==> src/hw/rtl/pdc_pkg.sv <==
`default_nettype none
// ----------------------------------------------------------------------------
// Packet deframer package
// Shared constants, byte role and status codes for the packet deframer.
// ----------------------------------------------------------------------------
package pdc_pkg;

   localparam int MAX_PACKET_BYTES_DEF = 64;

   localparam logic [7:0] SYNC_MASK   = 8'hF0;
   localparam logic [7:0] LENGTH_FLAG = 8'h01;

   typedef enum logic [2:0] {
      ROLE_HEADER   = 3'd0,
      ROLE_LENGTH   = 3'd1,
      ROLE_PAYLOAD  = 3'd2,
      ROLE_CHECKSUM = 3'd3,
      ROLE_DROPPED  = 3'd4
   } role_type;

   typedef enum logic [2:0] {
      STAT_BUSY     = 3'd0,
      STAT_GOOD     = 3'd1,
      STAT_BAD_SUM  = 3'd2,
      STAT_REJECTED = 3'd3,
      STAT_OVERFLOW = 3'd4
   } status_type;

   typedef struct packed {
      logic [7:0] data_byte;
      role_type   byte_role;
      logic [5:0] payload_index;
      logic [7:0] payload_length;
      status_type status;
   } rsp_word_type;

endpackage
`default_nettype wire

==> src/hw/rtl/pdc_intf.sv <==
`default_nettype none
// ----------------------------------------------------------------------------
// Packet deframer channels
// Valid/ready channels for received bytes, judged words and the sync register.
// ----------------------------------------------------------------------------
interface pdc_req_if;
   logic       valid;
   logic       ready;
   logic [7:0] rx_byte;

   modport source (output valid, output rx_byte, input ready);
   modport sink   (input valid, input rx_byte, output ready);
endinterface

interface pdc_rsp_if;
   logic                 valid;
   logic                 ready;
   logic [7:0]           data_byte;
   pdc_pkg::role_type    byte_role;
   logic [5:0]           payload_index;
   logic [7:0]           payload_length;
   pdc_pkg::status_type  status;

   modport source (output valid, output data_byte, output byte_role,
                   output payload_index, output payload_length, output status,
                   input ready);
   modport sink   (input valid, input data_byte, input byte_role,
                   input payload_index, input payload_length, input status,
                   output ready);
endinterface

interface pdc_csr_if;
   logic       valid;
   logic       ready;
   logic [3:0] sync_nibble;

   modport source (output valid, output sync_nibble, input ready);
   modport sink   (input valid, input sync_nibble, output ready);
endinterface
`default_nettype wire

==> src/hw/rtl/packet_deframer_with_checksum.sv <==
`default_nettype none
// ----------------------------------------------------------------------------
// Packet deframer with checksum
// Judges each received byte against the packet framing and running sum.
// ----------------------------------------------------------------------------
// Takes one received byte per clock and returns one word per byte in the
// cycle after it is accepted: the byte, its role, its payload index, the packet's
// payload length and a status. Framing state and the 8-bit running sum are
// updated in a single pass at acceptance; the result lands in an output
// register, so a new byte is taken in every cycle in which that register is
// empty or being read. Packets longer than MAX_PACKET_BYTES minus one bytes
// are dropped and the next byte is taken as a header.
module packet_deframer_with_checksum #(
   parameter int MAX_PACKET_BYTES = pdc_pkg::MAX_PACKET_BYTES_DEF
) (
   input  wire logic clock,
   input  wire logic reset,
   pdc_req_if.sink   req,
   pdc_rsp_if.source rsp,
   pdc_csr_if.sink   csr
);
   import pdc_pkg::*;

   localparam int PosW = $clog2(MAX_PACKET_BYTES);
   localparam logic [8:0] LAST_POS = 9'(MAX_PACKET_BYTES - 1);

   logic [3:0]      sync_nibble_ff;
   logic [PosW-1:0] byte_position_ff, byte_position_in;
   logic            has_length_ff, has_length_in;
   logic [7:0]      length_seen_ff, length_seen_in;
   logic [7:0]      running_sum_ff, running_sum_in;
   logic            rsp_valid_ff;
   rsp_word_type    rsp_word_ff, rsp_word_in;

   logic       accept;
   logic [8:0] pos9, pay_start, cks_pos, pay_offset;
   logic [7:0] b, sum_add;

   assign req.ready = !rsp_valid_ff || rsp.ready;
   assign accept    = req.valid && req.ready;
   assign csr.ready = 1'b1;

   assign b          = req.rx_byte;
   assign pos9       = 9'(byte_position_ff);
   assign pay_start  = 9'(has_length_ff) + 9'd1;
   assign cks_pos    = 9'(length_seen_ff) + pay_start;
   assign pay_offset = pos9 - pay_start;
   assign sum_add    = running_sum_ff + b;

   always_comb begin
      byte_position_in           = PosW'(pos9 + 9'd1);
      has_length_in              = has_length_ff;
      length_seen_in             = length_seen_ff;
      running_sum_in             = sum_add;
      rsp_word_in.data_byte      = b;
      rsp_word_in.byte_role      = ROLE_DROPPED;
      rsp_word_in.payload_index  = '0;
      rsp_word_in.payload_length = length_seen_ff;
      rsp_word_in.status         = STAT_BUSY;
      if (pos9 >= LAST_POS) begin
         byte_position_in           = '0;
         has_length_in              = 1'b0;
         length_seen_in             = '0;
         running_sum_in             = '0;
         rsp_word_in.payload_length = '0;
         rsp_word_in.status         = STAT_OVERFLOW;
      end else if (pos9 == 9'd0) begin
         rsp_word_in.byte_role      = ROLE_HEADER;
         rsp_word_in.payload_length = '0;
         if ((b & SYNC_MASK) == {sync_nibble_ff, 4'h0}) begin
            has_length_in  = (b & LENGTH_FLAG) != 8'h00;
            length_seen_in = '0;
            running_sum_in = b;
         end else begin
            byte_position_in   = '0;
            has_length_in      = 1'b0;
            length_seen_in     = '0;
            running_sum_in     = '0;
            rsp_word_in.status = STAT_REJECTED;
         end
      end else if (has_length_ff && pos9 == 9'd1) begin
         rsp_word_in.byte_role      = ROLE_LENGTH;
         rsp_word_in.payload_length = b;
         length_seen_in             = b;
      end else if (pos9 >= pay_start && pos9 < cks_pos) begin
         rsp_word_in.byte_role     = ROLE_PAYLOAD;
         rsp_word_in.payload_index = pay_offset[5:0];
      end else if (pos9 == cks_pos) begin
         rsp_word_in.byte_role = ROLE_CHECKSUM;
         rsp_word_in.status    = (running_sum_ff == b) ? STAT_GOOD : STAT_BAD_SUM;
         byte_position_in      = '0;
         has_length_in         = 1'b0;
         length_seen_in        = '0;
         running_sum_in        = '0;
      end
   end

   always_ff @(posedge clock) begin
      if (reset) begin
         sync_nibble_ff   <= '0;
         byte_position_ff <= '0;
         has_length_ff    <= 1'b0;
         length_seen_ff   <= '0;
         running_sum_ff   <= '0;
         rsp_valid_ff     <= 1'b0;
      end else begin
         if (csr.valid) begin
            sync_nibble_ff <= csr.sync_nibble;
         end
         if (accept) begin
            byte_position_ff <= byte_position_in;
            has_length_ff    <= has_length_in;
            length_seen_ff   <= length_seen_in;
            running_sum_ff   <= running_sum_in;
            rsp_valid_ff     <= 1'b1;
         end else if (rsp.ready) begin
            rsp_valid_ff <= 1'b0;
         end
      end
   end

   always_ff @(posedge clock) begin
      if (accept) begin
         rsp_word_ff <= rsp_word_in;
      end
   end

   assign rsp.valid          = rsp_valid_ff;
   assign rsp.data_byte      = rsp_word_ff.data_byte;
   assign rsp.byte_role      = rsp_word_ff.byte_role;
   assign rsp.payload_index  = rsp_word_ff.payload_index;
   assign rsp.payload_length = rsp_word_ff.payload_length;
   assign rsp.status         = rsp_word_ff.status;

   a_pos_range: assert property (@(posedge clock) disable iff (reset)
      pos9 <= LAST_POS)
      else $error("byte position beyond packet limit");

   a_end_clears: assert property (@(posedge clock) disable iff (reset)
      accept && rsp_word_in.status != STAT_BUSY
      |=> byte_position_ff == '0 && running_sum_ff == '0 && !has_length_ff)
      else $error("packet state not cleared after packet end");

   a_drop_word: assert property (@(posedge clock) disable iff (reset)
      rsp_valid_ff && rsp_word_ff.status == STAT_OVERFLOW
      |-> rsp_word_ff.byte_role == ROLE_DROPPED && rsp_word_ff.payload_length == 8'h00)
      else $error("overflow drop word carries packet fields");

   a_index_payload: assert property (@(posedge clock) disable iff (reset)
      rsp_valid_ff && rsp_word_ff.byte_role != ROLE_PAYLOAD
      |-> rsp_word_ff.payload_index == 6'd0)
      else $error("payload index set on non-payload word");

endmodule
`default_nettype wire
==> src/flat_wrapper.sv <==
// flat-port wrapper written by rule: the top's interface ports become plain ports
module packet_deframer_with_checksum_flat import pdc_pkg::*;
#(
   parameter int MAX_PACKET_BYTES = pdc_pkg::MAX_PACKET_BYTES_DEF
)
  (clock, reset, req_valid, req_rx_byte, req_ready, rsp_valid, rsp_data_byte, rsp_byte_role, rsp_payload_index, rsp_payload_length, rsp_status, rsp_ready, csr_valid, csr_sync_nibble, csr_ready);
  pdc_req_if req_i ();
  pdc_rsp_if rsp_i ();
  pdc_csr_if csr_i ();
  input  wire logic clock;
  input  wire logic reset;
  input wire logic [$bits(req_i.valid)-1:0] req_valid;
  input wire logic [$bits(req_i.rx_byte)-1:0] req_rx_byte;
  output wire logic [$bits(req_i.ready)-1:0] req_ready;
  output wire logic [$bits(rsp_i.valid)-1:0] rsp_valid;
  output wire logic [$bits(rsp_i.data_byte)-1:0] rsp_data_byte;
  output wire logic [$bits(rsp_i.byte_role)-1:0] rsp_byte_role;
  output wire logic [$bits(rsp_i.payload_index)-1:0] rsp_payload_index;
  output wire logic [$bits(rsp_i.payload_length)-1:0] rsp_payload_length;
  output wire logic [$bits(rsp_i.status)-1:0] rsp_status;
  input wire logic [$bits(rsp_i.ready)-1:0] rsp_ready;
  input wire logic [$bits(csr_i.valid)-1:0] csr_valid;
  input wire logic [$bits(csr_i.sync_nibble)-1:0] csr_sync_nibble;
  output wire logic [$bits(csr_i.ready)-1:0] csr_ready;
  assign req_i.valid = req_valid;
  assign req_i.rx_byte = req_rx_byte;
  assign req_ready = req_i.ready;
  assign rsp_valid = rsp_i.valid;
  assign rsp_data_byte = rsp_i.data_byte;
  assign rsp_byte_role = rsp_i.byte_role;
  assign rsp_payload_index = rsp_i.payload_index;
  assign rsp_payload_length = rsp_i.payload_length;
  assign rsp_status = rsp_i.status;
  assign rsp_i.ready = rsp_ready;
  assign csr_i.valid = csr_valid;
  assign csr_i.sync_nibble = csr_sync_nibble;
  assign csr_ready = csr_i.ready;
  packet_deframer_with_checksum #(.MAX_PACKET_BYTES(MAX_PACKET_BYTES)) u_core (.clock(clock), .reset(reset), .req(req_i), .rsp(rsp_i), .csr(csr_i));
endmodule
==> config.mk <==
export PLATFORM = sky130hd
export DESIGN_NAME = packet_deframer_with_checksum_flat
export DESIGN_NICKNAME = d
export VERILOG_FILES = /design/src/hw/rtl/pdc_pkg.sv /design/src/hw/rtl/pdc_intf.sv /design/src/hw/rtl/packet_deframer_with_checksum.sv /design/src/flat_wrapper.sv
export SDC_FILE = /design/constraint.sdc
export NUM_CORES = 1
export LEC_CHECK = 0
export ABC_AREA = 1
export BUFFER_PORTS_ARGS = -buffer_cell sky130_fd_sc_hd__buf_4
export CAP_MARGIN = 20
export CORE_MARGIN = 2
export CORE_UTILIZATION = 50
export DETAILED_ROUTE_END_ITERATION = 6
export GPL_ROUTABILITY_DRIVEN = 1
export HOLD_SLACK_MARGIN = 0.02
export PLACE_DENSITY = 0.82
export SLEW_MARGIN = 5
export SYNTH_ARGS = -nofsm -noshare
export SYNTH_HDL_FRONTEND = slang
export SYNTH_SLANG_ARGS = --single-unit
==> constraint.sdc <==
create_clock -name clock -period 3 [get_ports clock]
set_input_delay 0.3 -clock clock [delete_from_list [all_inputs] [get_ports clock]]
set_output_delay 0.3 -clock clock [all_outputs]
set_load 0.03 [all_outputs]
==> results of run 1 <==
-- critical path: stages, from the launching register on --
cell	delay [ps]
dfxtp_1	340
inv_1	70
ha_1	210
fa_1	420
xnor2_1	160
ha_1	330
nand3_1	80
nand2_1	60
nand2_1	40
nand2_1	50
nand2_1	40
nand2_1	50
nand3_1	90
nand2_2	140
nand4_4	200
o21ai_1	180
inv_1	50
nor2_1	70
-- state kept, by name (all words and copies together) (netlist names) --
register and cells:
u_core.running_sum_ff 8, u_core.rsp.payload_length 8, u_core.byte_position_ff 6, u_core.rsp.byte_role 3, u_core.rsp.data_byte 8, u_core.sync_nibble_ff 4
u_core.rsp.status 3, u_core.length_seen_ff 8, u_core.rsp.valid 1, u_core.has_length_ff 1, u_core.rsp.payload_index 6
-- logic make-up after synthesis --
| family | Yosys count |
|---|---|
| AND/OR/NAND/NOR | 164 |
| AO/OA/AOI/OAI | 68 |
| buffers and inverters | 58 |
| flip-flops | 56 |
| adder cells (fa/ha/maj) | 23 |
| XOR/XNOR | 16 |
| other | 1 |
-- area by class of cell --
| class | count | area, sq um |
|---|---|---|
| clock inverter | 3 | 22.5 |
| multi-input combinational | 272 | 1650 |
| clock buffer | 5 | 68.8 |
| fill | 553 | 2560 |
| tap | 77 | 96.3 |
| inverter | 49 | 189 |
| timing repair buffer | 49 | 368 |
| sequential | 56 | 1400 |
-- path summary, 6_finish.rpt --
check / startpoint / to / slack (ps) / depth (start not counted)
hold / removal: req_rx_byte[0] / u_core.rsp.data_byte[0]$_DFFE_PP_ / 200 / 1
setup / recovery: u_core.has_length_ff$_SDFFE_PP0P_ / u_core.rsp.status[0]$_SDFFCE_PN0P_ / 270 / 17
hold reg to reg: u_core.running_sum_ff[6]$_SDFFE_PP0P_ / u_core.running_sum_ff[6]$_SDFFE_PP0P_ / 470 / 2
setup reg to reg: u_core.has_length_ff$_SDFFE_PP0P_ / u_core.rsp.status[0]$_SDFFCE_PN0P_ / 270 / 17
-- per-stage QoR --
| stage | std cells | utilization | hold WS (ps) | setup WS, ps |
|---|---|---|---|---|
| floorplan | 386 | - | 369 | 296 |
| global placement | 503 | 0.583 | 456 | 391 |
| detailed placement | 503 | 0.583 | 464 | 293 |
| CTS | 511 | 0.597 | 195 | 264 |
| global route | 511 | 0.597 | 194 | 43.5 |
| finish | 511 | 0.597 | 197 | 272 |
-- synth_stat cells (all sizes together) --
library cell / n / area, sq um
nor4: 2 / 12.5
fa: 3 / 60.1
nand2: 79 / 340
xor2: 11 / 96.3
nand3: 38 / 213
a21oi: 44 / 220
o21bai: 2 / 15.0
or2: 1 / 6.26
conb: 1 / 3.75
buf: 6 / 41.3
nor2: 32 / 170
a32o: 1 / 10.0
inv: 49 / 189
nand4: 8 / 80.1
o21ai: 20 / 100
clkbuf: 3 / 11.3
edfxtp: 28 / 841
o22ai: 1 / 6.26
nor3: 4 / 20.0
ha: 20 / 250
xnor2: 5 / 43.8
dfxtp: 28 / 561
-- layer usage --
layer	vias to the layer above	GRT usage	wire length, um	share of wire
met2	74	0.349	3590	0.49
met3	9	0.0263	302	0.041
li1	1390	-	-	-
met4	0	0.0534	91	0.012
met1	1335	0.280	3320	0.45
met5	-	0	0	0
-- power by group --
| group | switching, W | internal [W] |
|---|---|---|
| Sequential | 0.0000122 | 0.000836 |
| Combinational | 0.000197 | 0.000102 |
| Clock | 0.000260 | 0.000168 |
| Total | 0.000469 | 0.00111 |
==> impl_metrics.ini, run 1 <==
[layout]
antenna_cells = 0
finalNetCount = 473
layout-area-overhead-vs-synth_pct = 15.3
stdcell_area_sq_um = 3790
layout-drive-gt1-share = 0.196
final_common_cell = nand2_1
layout_common_cells = nand2_1, buf_4, a21oi_1

[global_route]
grt_pass1_wl_um = 12000
grt_antenna_before_repair = 0
grt_start_max_net_pins = 32
grt_usage = 0.206
overflow = 0
grt_pass1_vias = 2557

[sta]
fin_skew_ps = 6.95
finalCritPeriodShare = 0.909
hold_viol_final = 0
rsz0062_at_grt = no
slew_violations = 0
min_period_ps = 2730
max_freq_mhz = 367
setup_viol = 0
setup_tns_ps = 0

[synth]
muxShareOfSynthArea = 0
syn-cell-area_sq_um = 3290
yosys_warnings = 0
synth-seq-area-share = 0.426
syn_inst = 386
yosys.area_share.simple = 0.256
ys_types = 36
syn_nets = 426
synth_top_family_by_area = simple AND/OR/NAND/NOR gates
ys_ff_latch = 56
synthXorXnorAreaFrac = 0.0426
synth-compound-area-share = 0.107
synth_fa_ha_area_frac = 0.0943
avgSynthCellArea_sq_um = 8.53

[die]
dieHeight_um = 85.1
num_io_pins = 48
fp.coreArea_sq_um = 6350
initial_core_util = 0.518
die_w_um = 85.1
rows = 29
die-area_sq_um = 7250

[setup_path]
worstSetupPathType = reg2reg
critPathCaptureType = flop
required_ps = 3190
crit_path_max_fanout = 14
critPathLaunchType = flop
arrival_ps = 2910

[route]
drtAntennaViolNets = 0
first_iter_violations = 189
first_pass_iters = 5
vias = 2808
postRouteWirelength_um = 7290
drc = 0
vias_per_cell = 5.50
wl_per_cell_um = 14.3

[clock_tree]
clock_latency_ps = 320
cts_resized = 0
clk_pin_slew_ps = 100
cts_buffers = 5
cts_tree = built
h-tree-depth = 2
cts.path.max_buffers = 2
cts_root_buf = clkbuf_8
cts.sinks = 56
postCtsHoldBufs = 0
post-cts-setup-buffer-count = 0

[place]
place.gp.congestion = 0.957
placed_area_sq_um = 3700
io_buffers = 46
post-dp-hpwl_um = 5460

[power]
p_per_area_nw_per_um2 = 415
p_total_w = 0.00158
p_leak_nw = 1.64
vdd.ir_drop.worst_mv = 0.260

[worst_hold_path]
min_path_type = in2reg

[outcome]
status = finished, final reports clean

[job]
drv_cap = 0
Power figures use the tool's default switching activity.
==> run 2: changes to the inputs <==
Settings changed: CORE_UTILIZATION 50 to 57, PLACE_DENSITY 0.82 to 0.91.
==> run 2 against run 1 <==
Utilization grew 9.3 points. First-iteration DRC count grew 28%. Total power grew 1.4%. Via count grew 3.7%. Register-to-register slack is essentially flat. Non-clock buffer count grew 1. Final cell count shrank 0.78%. Largest cell class unchanged. Highest routed layer unchanged.
==> impl_metrics.ini, run 2 (synthesis gave the netlist of run 1 again) <==
[clock_tree]
cts.sinks = 56
cts_tree = built
postCtsHoldBufs = 0
cts_buffers = 5
clock_latency_ps = 320
cts.path.max_buffers = 2
cts_root_buf = clkbuf_8
clk_pin_slew_ps = 110
h-tree-depth = 2

[power]
p_total_w = 0.00160
p_per_area_nw_per_um2 = 417
p_leak_nw = 1.66
p_seq_frac = 0.532
p_int_w = 0.00111
pwr-share-comb = 0.192
sw_frac_of_total = 0.303
vdd.ir_drop.worst_mv = 0.306
p_clk_frac = 0.276
power.switching_w = 0.000485

[route]
first_pass_iters = 7
vias_per_cell = 5.75
drc = 0
drtAntennaViolNets = 0
postRouteWirelength_um = 7890
vias = 2913
wl_per_cell_um = 15.6
first_iter_violations = 242

[setup_path]
worst_path_most_repeated_cell = nand2_1
worstSetupPathType = reg2reg
crit_path_max_fanout = 8
critical_path.max_stage_delay_ps = 420
required_ps = 3260
critical_path.cell_chain = inv_1 > ha_1 > fa_1 > xnor2_1 > ha_1 > a21oi_1 > nand2_1 > nand2_1 > nand2_1 > nand2_1 > nand2_1 > nand3_1 > nand2_2 > nand2_4 > nand2_8 > nand2_4 > nand2_1 > a21oi_1
critPathLaunchType = flop
critPathCaptureType = flop
cp_slowest_cell = fa_1
arrival_ps = 2980

[sta]
min_period_ps = 2720
tightest_slew_ps = 571
max_freq_mhz = 368
slew_violations = 0
holdWs_ps = 190
setup_viol = 0
setup_tns_ps = 0
fin_skew_ps = 13.1
finalCritPeriodShare = 0.906
hold_viol_final = 0
max-slew-margin-rel = 0.618
rsz0062_at_grt = no

[outcome]
status = finished, final reports clean

[die]
rows = 27
initial_core_util = 0.594
die_w_um = 80.0
dieHeight_um = 80.0
die-area_sq_um = 6400
num_io_pins = 48
fp.coreArea_sq_um = 5540

[layout]
layout-drive-gt1-share = 0.200
layout-area-overhead-vs-synth_pct = 16.3
stdcell_area_sq_um = 3830
layout_common_cells = nand2_1, buf_4, a21oi_1
final_core_util = 0.691
final_common_cell = nand2_1
finalNetCount = 474
antenna_cells = 0

[place]
io_buffers = 46
placed_area_sq_um = 3700
place.gp.congestion = 0.919
post-dp-hpwl_um = 5970

[global_route]
grt_start_max_net_pins = 30
grt_pass1_wl_um = 13300
grt_usage = 0.270
overflow = 0
grt_pass1_vias = 2762
grt_antenna_before_repair = 0

[worst_hold_path]
min_path_type = in2reg

[job]
drv_cap = 0
==> run 2: cell types whose count changed in the layout (fill, tap and decap cells not counted), sizes merged <==
cell / before / now
clkinvlp: 0 / 1
clkinv: 2 / 1
buf: 49 / 50
==> run 2: area by class of cell <==
class | count | area, sq um
fill | 434 | 1710
clock inverter | 3 | 27.5
timing repair buffer | 50 | 400
clock buffer | 5 | 68.8
multi-input combinational | 272 | 1650
inverter | 49 | 189
tap | 72 | 90.1
sequential | 56 | 1400
==> run 2: worst paths after layout <==
check	startpoint	end	slack, ps	cells past startpoint
hold reg to reg	u_core.running_sum_ff[2]$_SDFFE_PP0P_	u_core.running_sum_ff[2]$_SDFFE_PP0P_	480	2
hold / removal	req_rx_byte[0]	u_core.rsp.data_byte[0]$_DFFE_PP_	190	1
setup reg to reg	u_core.has_length_ff$_SDFFE_PP0P_	u_core.length_seen_ff[7]$_SDFFE_PP0P_	280	18
setup / recovery	u_core.has_length_ff$_SDFFE_PP0P_	u_core.length_seen_ff[7]$_SDFFE_PP0P_	280	18
==> run 2: power groups by stage <==
stage,Sequential (W),Combinational [W],Clock [W]
after floorplan,0.000910,0.000160,0
after global placement,0.000866,0.000291,0
after detailed placement,0.000867,0.000302,0
after CTS,0.000850,0.000303,0.000449
after global routing,0.000853,0.000334,0.000468
final,0.000850,0.000307,0.000441
==> run 2: what timing repair did <==
item	in CTS	in global routing
endpoints found under the setup margin	0	4
buffers inserted	0	2
gates resized for setup	0	1
hold endpoints to repair	0	0
==> run 2: metal layers <==
metal  track usage  up-vias  wire (um)
met5             0        -          0
met4         0.124        0        218
met3        0.0464       24        529
met2         0.462      139       4040
met1         0.331     1358       3110
li1              -     1392          -
==> run 2: worst max-delay path, delay by kind of cell (launching register included) <==
family	cells	cell delay, ps
xor+xnor	1	150
simple gates	11	830
flops	1	340
compound gates	2	290
buf+inv	1	80
fa+ha+maj	3	950
==> run 2: metrics by stage <==
| stage | setup WS, ps | std cells |
|---|---|---|
| finish | 282 | 507 |
| CTS | 259 | 505 |
| global placement | 401 | 497 |
| floorplan | 296 | 386 |
| global route | 4.45 | 507 |
| detailed placement | 273 | 497 |
